### src/rtl/gspc_pkg.sv
// ----------------------------------------------------------------------------
// gspc_pkg: shared types and constants for the gas sensor ppm converter
// Fixed-point widths, status and register codes, sequencer states, and the
// constant tables that are built at elaboration (square-root chain, log2(10)).
// ----------------------------------------------------------------------------
package gspc_pkg;

	localparam int FRAC_BITS = 16;
	localparam int LOG_W     = FRAC_BITS + 7;   // sign + 6 integer bits + fraction
	localparam int D_W       = FRAC_BITS + 10;  // log-domain differences
	localparam int NUM_W     = D_W + 12;        // dividend magnitude
	localparam int Y_W       = FRAC_BITS + 24;  // exponent argument
	localparam int CNT_W     = $clog2(NUM_W + 1);
	localparam int ROOT_IW   = $clog2(FRAC_BITS);
	localparam int RO_W      = 40;
	localparam int PPM_W     = 24;

	typedef enum logic [2:0] {
		STAT_OK         = 3'd0,
		STAT_PRIME_FAIL = 3'd1,
		STAT_MEAS_FAIL  = 3'd2,
		STAT_NOT_PRIMED = 3'd3,
		STAT_RANGE      = 3'd4
	} status_t;

	typedef enum logic [1:0] {
		CFG_SLOPE     = 2'd0,
		CFG_INTERCEPT = 2'd1,
		CFG_AMBIENT   = 2'd2,
		CFG_SUPPLY    = 2'd3
	} cfg_idx_t;

	typedef enum logic [3:0] {
		ST_IDLE,
		ST_BTERM,
		ST_PRIME_CHK,
		ST_LOG_LOAD,
		ST_LOG_NORM,
		ST_LOG_SQ,
		ST_LOG_DONE,
		ST_RATIO,
		ST_EXP_MUL,
		ST_EXP_FIN,
		ST_MEAS_CHK,
		ST_DIFF,
		ST_DIV,
		ST_DIV_FIN,
		ST_OUT
	} state_t;

	typedef logic [FRAC_BITS-1:0][30:0] root_tab_t;

	function automatic logic [63:0] isqrt64(input logic [63:0] v);
		logic [63:0] res;
		logic [63:0] bit_v;
		logic [63:0] rest;
		res   = '0;
		bit_v = 64'd1 << 62;
		rest  = v;
		for (int i = 0; i < 32; i++) begin
			if (rest >= res + bit_v) begin
				rest = rest - (res + bit_v);
				res  = (res >> 1) + bit_v;
			end else begin
				res = res >> 1;
			end
			bit_v = bit_v >> 2;
		end
		return res;
	endfunction

	// c(i) = 2^(2^-(i+1)) in Q1.30, each a truncated square root of the last
	function automatic root_tab_t gen_roots();
		root_tab_t tab;
		logic [63:0] c;
		c = 64'd1 << 31;
		for (int i = 0; i < FRAC_BITS; i++) begin
			c      = isqrt64(c << 30);
			tab[i] = c[30:0];
		end
		return tab;
	endfunction

	function automatic logic signed [LOG_W-1:0] log2_const(input logic [63:0] x);
		logic [5:0]           e;
		logic [63:0]          mant;
		logic [FRAC_BITS-1:0] b;
		e = '0;
		for (int i = 0; i < 63; i++) begin
			if ((x >> (i + 1)) != 64'd0) e = 6'(i + 1);
		end
		mant = (e <= 6'd30) ? (x << (6'd30 - e)) : (x >> (e - 6'd30));
		b = '0;
		for (int i = 0; i < FRAC_BITS; i++) begin
			mant = (mant * mant) >> 30;
			b    = b << 1;
			if (mant >= (64'd1 << 31)) begin
				mant = mant >> 1;
				b[0] = 1'b1;
			end
		end
		return {1'b0, e, b};
	endfunction

	localparam root_tab_t             ROOT_TAB = gen_roots();
	localparam logic signed [LOG_W-1:0] LG10   = log2_const(64'd10);

endpackage

### src/rtl/gas_sensor_ppm_converter.sv
// Priming adds its own log2 and exp2 passes before the measurement; items stopped by a
//   check before any log2 go straight to the result register.
// Throughput: one item at a time, the next can be accepted in the cycle after the result
//   register loads; the shared 33x33 multiplier and the one-bit divider step set the length.
// Reset: asynchronous, active low; clears reference and primed flag, loads defaults.
// ----------------------------------------------------------------------------
// gas_sensor_ppm_converter: MQ-style power-law ppm conversion
// Priming derives the clean-air reference from a priming code; each item then
// turns its sample code into ppm via log2, a divide by the slope and exp2,
// all on one multiplier and one divider step under a small sequencer.
// ----------------------------------------------------------------------------
module gas_sensor_ppm_converter (
	input  logic        clk,
	input  logic        arst_n,
	input  logic        s_axis_tvalid,
	output logic        s_axis_tready,
	// [0] recalibrate, [16:1] prime_code, [17] prime_fail, [33:18] sample_code,
	// [34] sample_fail, [39:35] zero
	input  logic [39:0] s_axis_tdata,
	output logic        m_axis_tvalid,
	input  logic        m_axis_tready,
	// [23:0] ppm_q4, [26:24] status, [31:27] zero
	output logic [31:0] m_axis_tdata,
	input  logic        cfg_valid,
	output logic        cfg_ready,
	input  logic [1:0]  cfg_index,
	input  logic [16:0] cfg_data
);
	import gspc_pkg::*;

	localparam logic signed [Y_W-1:0] SHL_MAX  = Y_W'(32);
	localparam logic signed [Y_W-1:0] SHR_MAX  = Y_W'(40);
	localparam logic signed [D_W-1:0] RO_SCALE = D_W'(20) <<< FRAC_BITS;

	state_t state_q, state_d;

	logic signed [15:0] slope_q, icpt_q;
	logic [15:0]        amb_q;
	logic [16:0]        supply_q;

	logic               recal_q, pfail_q, sfail_q;
	logic signed [15:0] pcode_q, scode_q;

	logic               primed_q;
	logic [RO_W-1:0]    ro_q;
	logic               meas_q;
	logic [1:0]         lidx_q;

	logic signed [D_W-1:0]   bterm_q;
	logic signed [LOG_W-1:0] l_q [3];
	logic [39:0]             x_q;
	logic [5:0]              e_q;
	logic [30:0]             mant_q;
	logic [FRAC_BITS-1:0]    bits_q;
	logic [CNT_W-1:0]        cnt_q;
	logic signed [Y_W-1:0]   y_q;
	logic [FRAC_BITS-1:0]    f_q;
	logic [30:0]             r_q;
	logic [NUM_W-1:0]        dv_q;
	logic [15:0]             rem_q;
	logic                    neg_q;

	logic [PPM_W-1:0] res_ppm_q, out_ppm_q;
	status_t          res_stat_q, out_stat_q;
	logic             out_valid_q;

	// shared multiplier
	logic signed [32:0] mul_a, mul_b;
	logic signed [65:0] prod;

	logic [39:0]             log_opnd;
	logic [31:0]             sq;
	logic signed [Y_W-1:0]   y_ratio, y_div, k_exp, s_exp, ns_exp;
	logic [63:0]             maxv, wide, exp_v;
	logic signed [D_W-1:0]   diff;
	logic signed [NUM_W:0]   num;
	logic [16:0]             trial, dsr;
	logic                    qbit;
	logic                    prime_ok, meas_ok, cnt_f_end, cnt_d_end;

	assign s_axis_tready = (state_q == ST_IDLE);
	assign cfg_ready     = 1'b1;
	assign m_axis_tvalid = out_valid_q;
	assign m_axis_tdata  = {5'd0, out_stat_q, out_ppm_q};

	assign cnt_f_end = (cnt_q == CNT_W'(FRAC_BITS - 1));
	assign cnt_d_end = (cnt_q == CNT_W'(NUM_W - 1));

	assign prime_ok = !pcode_q[15] && ({1'b0, pcode_q[15:0]} < supply_q);
	assign meas_ok  = !scode_q[15] && ({1'b0, scode_q[15:0]} < supply_q) && (slope_q != 16'sd0);

	always_comb begin
		log_opnd = '0;
		case (lidx_q)
			2'd0: log_opnd = meas_q ? 40'(supply_q) - 40'(scode_q[15:0])
			                        : 40'(supply_q) - 40'(pcode_q[15:0]);
			2'd1: log_opnd = meas_q ? 40'(scode_q[15:0]) : 40'(pcode_q[15:0]);
			2'd2: log_opnd = meas_q ? ro_q : ((amb_q == 16'd0) ? 40'd1 : 40'(amb_q));
			default: log_opnd = '0;
		endcase
	end

	always_comb begin
		mul_a = '0;
		mul_b = '0;
		case (state_q)
			ST_BTERM: begin
				mul_a = 33'(icpt_q);
				mul_b = 33'(LG10);
			end
			ST_RATIO: begin
				mul_a = 33'(slope_q);
				mul_b = 33'(l_q[2]);
			end
			ST_LOG_SQ: begin
				mul_a = {2'b00, mant_q};
				mul_b = {2'b00, mant_q};
			end
			ST_EXP_MUL: begin
				mul_a = {2'b00, r_q};
				mul_b = {2'b00, ROOT_TAB[cnt_q[ROOT_IW-1:0]]};
			end
			default: begin
				mul_a = '0;
				mul_b = '0;
			end
		endcase
	end
	assign prod = mul_a * mul_b;
	assign sq   = prod[61:30];

	// log ratio of priming: lrs - (floor(m*log2 amb) + b*log2 10)
	assign y_ratio = Y_W'(l_q[0]) - Y_W'(l_q[1])
		- (Y_W'(prod[Y_W+11:12]) + Y_W'(bterm_q));

	assign diff = D_W'(l_q[0]) - D_W'(l_q[1]) - (D_W'(l_q[2]) - RO_SCALE) - bterm_q;
	assign num  = (NUM_W+1)'(diff) <<< 12;

	assign dsr   = {1'b0, slope_q[15] ? 16'(-slope_q) : slope_q[15:0]};
	assign trial = {rem_q, dv_q[NUM_W-1]};
	assign qbit  = (trial >= dsr);
	assign y_div = neg_q ? -Y_W'(dv_q) : Y_W'(dv_q);

	// scale 2^f by 2^(k+q-30), round half up, saturate
	always_comb begin
		k_exp  = y_q >>> FRAC_BITS;
		s_exp  = k_exp + (meas_q ? Y_W'(4) : Y_W'(20)) - Y_W'(30);
		ns_exp = -s_exp;
		maxv   = meas_q ? ((64'd1 << PPM_W) - 64'd1) : ((64'd1 << RO_W) - 64'd1);
		wide   = '0;
		exp_v  = '0;
		if (!s_exp[Y_W-1]) begin
			if (s_exp > SHL_MAX) begin
				exp_v = maxv;
			end else begin
				wide  = {33'd0, r_q} << s_exp[5:0];
				exp_v = (wide > maxv) ? maxv : wide;
			end
		end else begin
			if (ns_exp > SHR_MAX) begin
				exp_v = '0;
			end else begin
				wide  = ({33'd0, r_q} + (64'd1 << (ns_exp[5:0] - 6'd1))) >> ns_exp[5:0];
				exp_v = (wide > maxv) ? maxv : wide;
			end
		end
	end

	always_comb begin
		state_d = state_q;
		case (state_q)
			ST_IDLE:      if (s_axis_tvalid) state_d = ST_BTERM;
			ST_BTERM:     state_d = ST_PRIME_CHK;
			ST_PRIME_CHK: begin
				if (primed_q) state_d = ST_MEAS_CHK;
				else if (pfail_q || pcode_q == 16'sd0) state_d = ST_OUT;
				else if (prime_ok) state_d = ST_LOG_LOAD;
				else state_d = ST_MEAS_CHK;
			end
			ST_LOG_LOAD:  state_d = ST_LOG_NORM;
			ST_LOG_NORM: begin
				if (x_q[39]) state_d = ST_LOG_SQ;
				else if (x_q == 40'd0) state_d = ST_LOG_DONE;
			end
			ST_LOG_SQ:    if (cnt_f_end) state_d = ST_LOG_DONE;
			ST_LOG_DONE: begin
				if (lidx_q != 2'd2) state_d = ST_LOG_LOAD;
				else if (meas_q) state_d = ST_DIFF;
				else state_d = ST_RATIO;
			end
			ST_RATIO:     state_d = ST_EXP_MUL;
			ST_EXP_MUL:   if (cnt_f_end) state_d = ST_EXP_FIN;
			ST_EXP_FIN:   state_d = meas_q ? ST_OUT : ST_MEAS_CHK;
			ST_MEAS_CHK: begin
				if (sfail_q || scode_q == 16'sd0 || !primed_q || !meas_ok) state_d = ST_OUT;
				else state_d = ST_LOG_LOAD;
			end
			ST_DIFF:      state_d = ST_DIV;
			ST_DIV:       if (cnt_d_end) state_d = ST_DIV_FIN;
			ST_DIV_FIN:   state_d = ST_EXP_MUL;
			ST_OUT:       if (!out_valid_q || m_axis_tready) state_d = ST_IDLE;
			default:      state_d = ST_IDLE;
		endcase
	end

	always_ff @(posedge clk or negedge arst_n) begin
		if (!arst_n) begin
			state_q <= ST_IDLE;
		end else begin
			state_q <= state_d;
		end
	end

	// control, configuration and reference state
	always_ff @(posedge clk or negedge arst_n) begin
		if (!arst_n) begin
			slope_q     <= -16'sd1720;
			icpt_q      <= 16'sd3113;
			amb_q       <= 16'd400;
			supply_q    <= 17'd80000;
			primed_q    <= 1'b0;
			ro_q        <= '0;
			out_valid_q <= 1'b0;
		end else begin
			if (cfg_valid) begin
				case (cfg_index)
					CFG_SLOPE:     slope_q  <= cfg_data[15:0];
					CFG_INTERCEPT: icpt_q   <= cfg_data[15:0];
					CFG_AMBIENT:   amb_q    <= cfg_data[15:0];
					CFG_SUPPLY:    supply_q <= cfg_data;
					default:       ;
				endcase
			end
			if (state_q == ST_BTERM && recal_q) begin
				primed_q <= 1'b0;
				ro_q     <= '0;
			end
			if (state_q == ST_EXP_FIN && !meas_q && exp_v != 64'd0) begin
				primed_q <= 1'b1;
				ro_q     <= exp_v[RO_W-1:0];
			end
			if (state_q == ST_OUT && (!out_valid_q || m_axis_tready)) begin
				out_valid_q <= 1'b1;
			end else if (m_axis_tready) begin
				out_valid_q <= 1'b0;
			end
		end
	end

	// datapath
	always_ff @(posedge clk) begin
		case (state_q)
			ST_IDLE: begin
				recal_q <= s_axis_tdata[0];
				pcode_q <= s_axis_tdata[16:1];
				pfail_q <= s_axis_tdata[17];
				scode_q <= s_axis_tdata[33:18];
				sfail_q <= s_axis_tdata[34];
			end
			ST_BTERM: bterm_q <= prod[D_W+11:12];
			ST_PRIME_CHK: begin
				meas_q <= 1'b0;
				lidx_q <= 2'd0;
				res_ppm_q  <= '0;
				res_stat_q <= STAT_PRIME_FAIL;
			end
			ST_LOG_LOAD: begin
				x_q    <= log_opnd;
				e_q    <= 6'd39;
				bits_q <= '0;
				cnt_q  <= '0;
			end
			ST_LOG_NORM: begin
				if (x_q[39]) begin
					mant_q <= x_q[39:9];
				end else if (x_q == 40'd0) begin
					e_q <= 6'd0;
				end else if (x_q[39:32] == 8'd0) begin
					x_q <= x_q << 8;
					e_q <= e_q - 6'd8;
				end else begin
					x_q <= x_q << 1;
					e_q <= e_q - 6'd1;
				end
			end
			ST_LOG_SQ: begin
				mant_q <= sq[31] ? sq[31:1] : sq[30:0];
				bits_q <= {bits_q[FRAC_BITS-2:0], sq[31]};
				cnt_q  <= cnt_q + CNT_W'(1);
			end
			ST_LOG_DONE: begin
				l_q[lidx_q] <= {1'b0, e_q, bits_q};
				lidx_q      <= lidx_q + 2'd1;
			end
			ST_RATIO: begin
				y_q   <= y_ratio;
				f_q   <= y_ratio[FRAC_BITS-1:0];
				r_q   <= 31'd1 << 30;
				cnt_q <= '0;
			end
			ST_EXP_MUL: begin
				if (f_q[FRAC_BITS-1]) r_q <= prod[60:30];
				f_q   <= f_q << 1;
				cnt_q <= cnt_q + CNT_W'(1);
			end
			ST_EXP_FIN: begin
				res_ppm_q  <= exp_v[PPM_W-1:0];
				res_stat_q <= STAT_OK;
			end
			ST_MEAS_CHK: begin
				meas_q    <= 1'b1;
				lidx_q    <= 2'd0;
				res_ppm_q <= '0;
				if (sfail_q || scode_q == 16'sd0) res_stat_q <= STAT_MEAS_FAIL;
				else if (!primed_q) res_stat_q <= STAT_NOT_PRIMED;
				else res_stat_q <= STAT_RANGE;
			end
			ST_DIFF: begin
				neg_q <= num[NUM_W] ^ slope_q[15];
				dv_q  <= num[NUM_W] ? NUM_W'(-num) : num[NUM_W-1:0];
				rem_q <= '0;
				cnt_q <= '0;
			end
			ST_DIV: begin
				rem_q <= qbit ? 16'(trial - dsr) : trial[15:0];
				dv_q  <= {dv_q[NUM_W-2:0], qbit};
				cnt_q <= cnt_q + CNT_W'(1);
			end
			ST_DIV_FIN: begin
				y_q   <= y_div;
				f_q   <= y_div[FRAC_BITS-1:0];
				r_q   <= 31'd1 << 30;
				cnt_q <= '0;
			end
			ST_OUT: begin
				if (!out_valid_q || m_axis_tready) begin
					out_ppm_q  <= res_ppm_q;
					out_stat_q <= res_stat_q;
				end
			end
			default: ;
		endcase
	end

endmodule

### config.mk
export PLATFORM = sky130hd
export DESIGN_NAME = gas_sensor_ppm_converter
export DESIGN_NICKNAME = d
export VERILOG_FILES = /design/src/rtl/gspc_pkg.sv /design/src/rtl/gas_sensor_ppm_converter.sv
export SDC_FILE = /design/constraint.sdc
export NUM_CORES = 2
export LEC_CHECK = 0
export BUFFER_PORTS_ARGS = -buffer_cell sky130_fd_sc_hd__buf_2
export CORE_AREA = 2 2 362 364
export CTS_CLUSTER_DIAMETER = 50
export DETAILED_ROUTE_END_ITERATION = 8
export DIE_AREA = 0 0 364 366
export PLACE_DENSITY_LB_ADDON = 0.1
export SYNTH_ARGS = -nofsm -noshare
export SYNTH_HDL_FRONTEND = slang
export SYNTH_SLANG_ARGS = --single-unit
export TNS_END_PERCENT = 100
### constraint.sdc
create_clock -name clk -period 16.3 [get_ports clk]
set_input_delay 0.815 -clock clk [delete_from_list [all_inputs] [get_ports clk]]
set_output_delay 0.815 -clock clk [all_outputs]
set_load 0.02 [all_outputs]
After elaboration in Yosys (flattened, before gate mapping)

Memories as Yosys holds them, arrays and structs flattened. A register that Yosys moved wholly into a read port is not among the register bits.
Cells that the tools add are included.

Register bits after elaboration: 470
Memory bits (writable): 66
Memory bits (read-only): 496
Input bits: 64
Output and inout port bits: 35
Word-level logic and storage cells: 225
Memories: 2

Add/subtract/negate cells: 22
Multiply operators: 1
Order comparisons: 8
Eq/ne operators: 32
Shift operators: 3
Multiplexer cells: 68
Bitwise logic cells: 1
Reduce and logical (&&, ||, !) cells: 56

Memories:

| memory          | depth | bits a word | read ports | clocked after Yosys merged registers in | wr ports | line                            | RTL |
|---|---|---|---|---|---|---|---|
| (no name shown) | 16    | 31          | 1          | 1                                       | 0        | gas_sensor_ppm_converter.sv:121 | `mul_b = {2'b00, ROOT_TAB[cnt_q[ROOT_IW-1:0]]};` |
| l_q             | 3     | 22          | 3          | 0                                       | 1        | gas_sensor_ppm_converter.sv:50  | `logic signed [LOG_W-1:0] l_q [3];` |

Operators by type and width:

| cell                                             | number |
|---|---|
| 2-to-1 mux 40 bit                                | 9 |
| 2-to-1 mux 64 bit                                | 5 |
| one-hot mux 33 bit (4 select lines)              | 2 |
| one-hot mux 40 bit (2 select lines)              | 2 |
| > comparator 64 x 40 -> 1 bit                    | 2 |
| 2-to-1 mux 31 bit                                | 4 |
| one-hot mux 31 bit (2 select lines)              | 2 |
| one-hot mux 40 bit (3 select lines)              | 1 |
| one-hot mux 38 bit (2 select lines)              | 1 |
| adder 31 x 64 -> 64 bit                          | 1 |
| 2-to-1 mux 16 bit                                | 4 |
| one-hot mux 16 bit (2 select lines)              | 2 |
| nonzero test 64 bit                              | 1 |
| << shifter 1 x 6 -> 64 bit, first input constant | 1 |
| << shifter 31 x 6 -> 64 bit                      | 1 |
| >> shifter 64 x 6 -> 64 bit                      | 1 |
| multiplier 33 x 33 -> 62 bit                     | 1 |
| 2-to-1 mux 4 bit                                 | 14 |
| one-hot mux 4 bit (14 select lines)              | 1 |
| logical NOT 16 bit                               | 3 |
| one-hot mux 16 bit (3 select lines)              | 1 |
| one-hot mux 24 bit (2 select lines)              | 1 |
| subtractor 23 x 23 -> 24 bit                     | 2 |
| adder 40 bit                                     | 1 |
| other kinds (57)                                 | 128 |

Longest topological paths before layout

Depth after elaboration: 15
Gate-level depth with buffers: 55
Gate-level depth less buffers: 51

Worst setup path after synthesis

OpenSTA, ideal clock, no wires.

Path kind: flip-flop to flip-flop
Start: register state_q[3]
End: register y_q[38] (data pin)
Setup time: 0.269 ns
Data arrival time: 12.567 ns
Required time: 16.031 ns
Setup slack: 3.464 ns
Stages on the path, launching flop included: 52
Buffers on the path: 4
Clock period less this slack: 12.836 ns
Path through: dfrtp_1 -> buf_2 -> clkbuf_1 -> nor3_1 -> clkbuf_1 -> nand2_1 -> and3_1 -> clkbuf_1 -> nor2_1 -> fa_1 -> inv_1 -> fa_1 -> inv_1 -> fa_1 -> inv_1 -> fa_1 -> inv_1 -> ha_1 -> [... 16 more ...] -> o21a_1 -> or2_2 -> fa_1 -> ha_1 -> a21o_1 -> a21o_1 -> a21oi_1 -> nand2_1 -> o211ai_1 -> a211oi_1 -> a41oi_1 -> nor4b_1 -> o31ai_1 -> a2111oi_0 -> o31ai_1 -> o41ai_1 -> xor2_1 -> o21ai_0

Cells in the longest elaborated chain, start to end: 6

Ends and longest elaborated chain:

| element                                     | line                            | RTL |
|---|---|---|
| start: declaration                          | gas_sensor_ppm_converter.sv:35  | `state_t state_q, state_d;` |
| start signal: assignment                    | gas_sensor_ppm_converter.sv:210 | `state_q <= state_d;` |
| equality test 4 bit (tied with other cells) | gas_sensor_ppm_converter.sv:106 | `case (state_q)` |
| one-hot mux 33 bit (4 select lines)         | gas_sensor_ppm_converter.sv:106 |  |
| multiplier 33 x 33 -> 62 bit                | gas_sensor_ppm_converter.sv:129 | `assign prod = mul_a * mul_b;` |
| adder 40 bit                                | gas_sensor_ppm_converter.sv:134 | `- (Y_W'(prod[Y_W+11:12]) + Y_W'(bterm_q));` |
| subtractor 40 bit                           | gas_sensor_ppm_converter.sv:134 |  |
| one-hot mux 40 bit (2 select lines) *       | gas_sensor_ppm_converter.sv:252 | `case (state_q)` |
| end signal: assignment                      | gas_sensor_ppm_converter.sv:296 | `y_q <= y_ratio;` |
| end signal: assignment                      | gas_sensor_ppm_converter.sv:330 | `y_q <= y_div;` |
| end: declaration                            | gas_sensor_ppm_converter.sv:56  | `logic signed [Y_W-1:0] y_q;` |

Mark *: on every way between the ends. The rest lies on a longest branch, timed or not.
A chain may end at the register's enable or synchronous reset.

Worst setup path after layout

Start: register state_q[0]
End: register y_q[38] (data pin)

Same word-level chain as after synthesis.

==> results.cfg <==
[global_routing]
grt_max_degree = 76
grt_pass1_vias = 63700
grt_pass1_wl_um = 402000
antenna_found_initial = 11
grt_overflow = 0
grt_use_total_pct = 40.7

[layout]
area_growth_syn_to_layout_pct = 6.58
drive_gt1_share_pct = 7.29
fin_area_um2 = 82300
antennaDiodeCount = 0
nets = 10200

[sta]
hold_viol_final = 0
fin_setup_tns_ns = 0
max_clock_freq_mhz = 65.1
skew_ns = 0.0306
tightest_slew_ns = 1.37
slew_headroom_pct = 8.60
setup_viol = 0
rsz0062_at_grt = false
fin_crit_ns = 15.36
min_period_over_period_pct = 94.2
drv_slew = 0

[detailed_routing]
wl_um = 268000
drtIter0Drc = 7897
drc = 0
post_drt_via_cell_ratio = 6.24
vias = 64700
drt-wirelength-per-cell_um = 25.9
ant_nets = 0
first_pass_iters = 9

[critical_path]
cp_data_arrival_time_ns = 15.71
crit_start = state_q[0]
r2r_slack_ns = 0.94
cp_max_fo = 19
reg2reg_depth = 48
critPathLaunchType = flip-flop
cp.required_ns = 16.65
r2r-end = y_q[38]
endpoint = y_q[38]
path_class = flip-flop to flip-flop
cp_slowest_cell = and2_1
cp_slowest_stage_delay_ns = 1.05
cp-end-kind = flip-flop
reg2reg_from = state_q[0]

[floorplan]
start_util_pct = 59.9
pin_count = 99
dieHeight_um = 366
die_area_um2 = 133000
core_area_um2 = 129000
dieWidth_um = 364
rows = 132

[synthesis]
synth_compound_area_share_pct = 12.0
yosys_warnings = 0
synthAdderAreaFrac_pct = 35.7
ys.flop_type = edfxtp_1
syn_area_um2 = 77200
synth_area_leaders = fa_1 (29%), edfxtp_1 (16%), ha_1 (6.9%)
syn_area_per_cell_um2 = 8.93
synth_common_cells = inv_1 (1379), fa_1 (1109), nor2_1 (1043)
ys_seq_elements = 549
seq_area_frac_synth_pct = 20.3
ys_types = 115
syn_inst = 8647
synth.most_common_cell = inv_1
synth_xor_area_share_pct = 3.52
yosys.area.top_type = fa_1
async_flop_share_pct = 20.2
synth_edf_count = 409
synthMuxAreaShare_pct = 3.80
synth_top_family_by_area = adder cells
yosys.area.top_type_share_pct = 28.8
synth-simple-area-share_pct = 15.7

[cts]
clock_latency_ns = 0.63
cts-hold-fix-buffers = 0
clkSinkCount = 549
cts_tree = done
cts_buffers = 75
cts_buffer_depth = 3
cts-root-buf = clkbuf_16
cts_resized = 0
clk_pin_slew_worst_paths_ns = 0.06
cts-htree-levels = 3
cts_setup_buffers = 0

[run]
max_cap_violations = 0

[place]
place_area_um2 = 79700
place_hpwl_um = 212000
place.gp.congestion = 1.01
io_buffers = 87

[outcome]
outcome = finished clean

[worst_hold_path]
holdCritPathClass = input pin to async pin
-- cell families (layout without fill, tap and decap cells) --
logic type | after synthesis | in the layout
other | 2 | 29
DFF | 549 | 549
and+or+nand+nor | 2760 | 2760
adders and majority gates | 1537 | 1537
buffers and inverters | 1816 | 1776
AOI/OAI and AO/OA | 1420 | 1420
muxes | 261 | 261
xor gates and xnor gates | 302 | 302
-- worst min-delay path by stage --
stage / start / end / slack [ns]
after floorplan: res_ppm_q[0] / out_ppm_q[0] / 0.40
after global placement: res_ppm_q[1] / out_ppm_q[1] / 0.40
after detailed placement: res_ppm_q[1] / out_ppm_q[1] / 0.41
after CTS: arst_n / supply_q[4] / 0.22
after global routing: arst_n / supply_q[5] / 0.27
final: arst_n / amb_q[2] / 0.22
-- worst max-delay path: cells and delay by family (launching register included) --
family	cells	cell delay, ns
AOI/OAI and AO/OA	17	5.29
xor gates and xnor gates	2	0.78
adders and majority gates	11	4.93
buffers and inverters	8	0.66
DFF	1	0.53
and+or+nand+nor	10	2.86
-- layer usage --
| metal | share of wire [%] | vias up | GRT usage, % | routed length, µm |
|---|---|---|---|---|
| met5 | 0.030 | - | 0 | 80 |
| met4 | 5.5 | 12 | 18.4 | 14800 |
| met3 | 13 | 769 | 11.0 | 34600 |
| met2 | 42 | 3763 | 58.8 | 114000 |
| met1 | 39 | 32100 | 57.3 | 105000 |
| li1 | - | 28100 | - | - |
-- through the flow --
| step | util [%] | hold WS, ns | instances | worst slack, ns |
|---|---|---|---|---|
| after floorplan | - | 0.400 | 8674 | 3.46 |
| after global placement | 61.8 | 0.401 | 10200 | 1.62 |
| after detailed placement | 61.8 | 0.406 | 10200 | 1.39 |
| after CTS | 63.8 | 0.223 | 10400 | 1.28 |
| after global routing | 63.8 | 0.272 | 10400 | 0.175 |
| final | 63.8 | 0.223 | 10400 | 0.942 |
-- sequential cells by signal (all words and copies together) (netlist names), 16 cells and up, named ones only --
register and flops:
scode_q 16, out_ppm_q 24, l_q 66, r_q 31
slope_q 16, f_q 16, pcode_q 16, dv_q 38
x_q 40, mant_q 31, rem_q 16, icpt_q 16
bterm_q 26, supply_q 17, amb_q 16, res_ppm_q 24
bits_q 16, y_q 24, ro_q 40
-- cell usage in the layout (no fill, tap or decap), types with 77 or more instances in the layout --
master and count:
xor2_1 99, nand2_1 964, a21o_1 77, buf_4 169
a21oi_1 347, mux2i_1 145, ha_1 426, inv_1 1379
edfxtp_1 409, buf_2 86, fa_1 1109, o21ai_0 340
dfrtp_1 90, clkbuf_16 78, nand3_1 134, xnor2_1 189
mux2_2 100, nor3_1 108, nor2_1 1039
-- area by class of cell --
class | instances | area (µm²)
multi-input combinational | 6309 | 55000
fill | 11000 | 46700
sequential | 549 | 15700
inverter | 1382 | 5190
tap | 1742 | 2180
clock buffer | 92 | 2040
timing repair buffer | 256 | 1720
clock inverter | 46 | 541
Power is left out: the tool's default activity adds up to more than one toggle a clock period on the data nets, which glitch-free logic cannot reach.
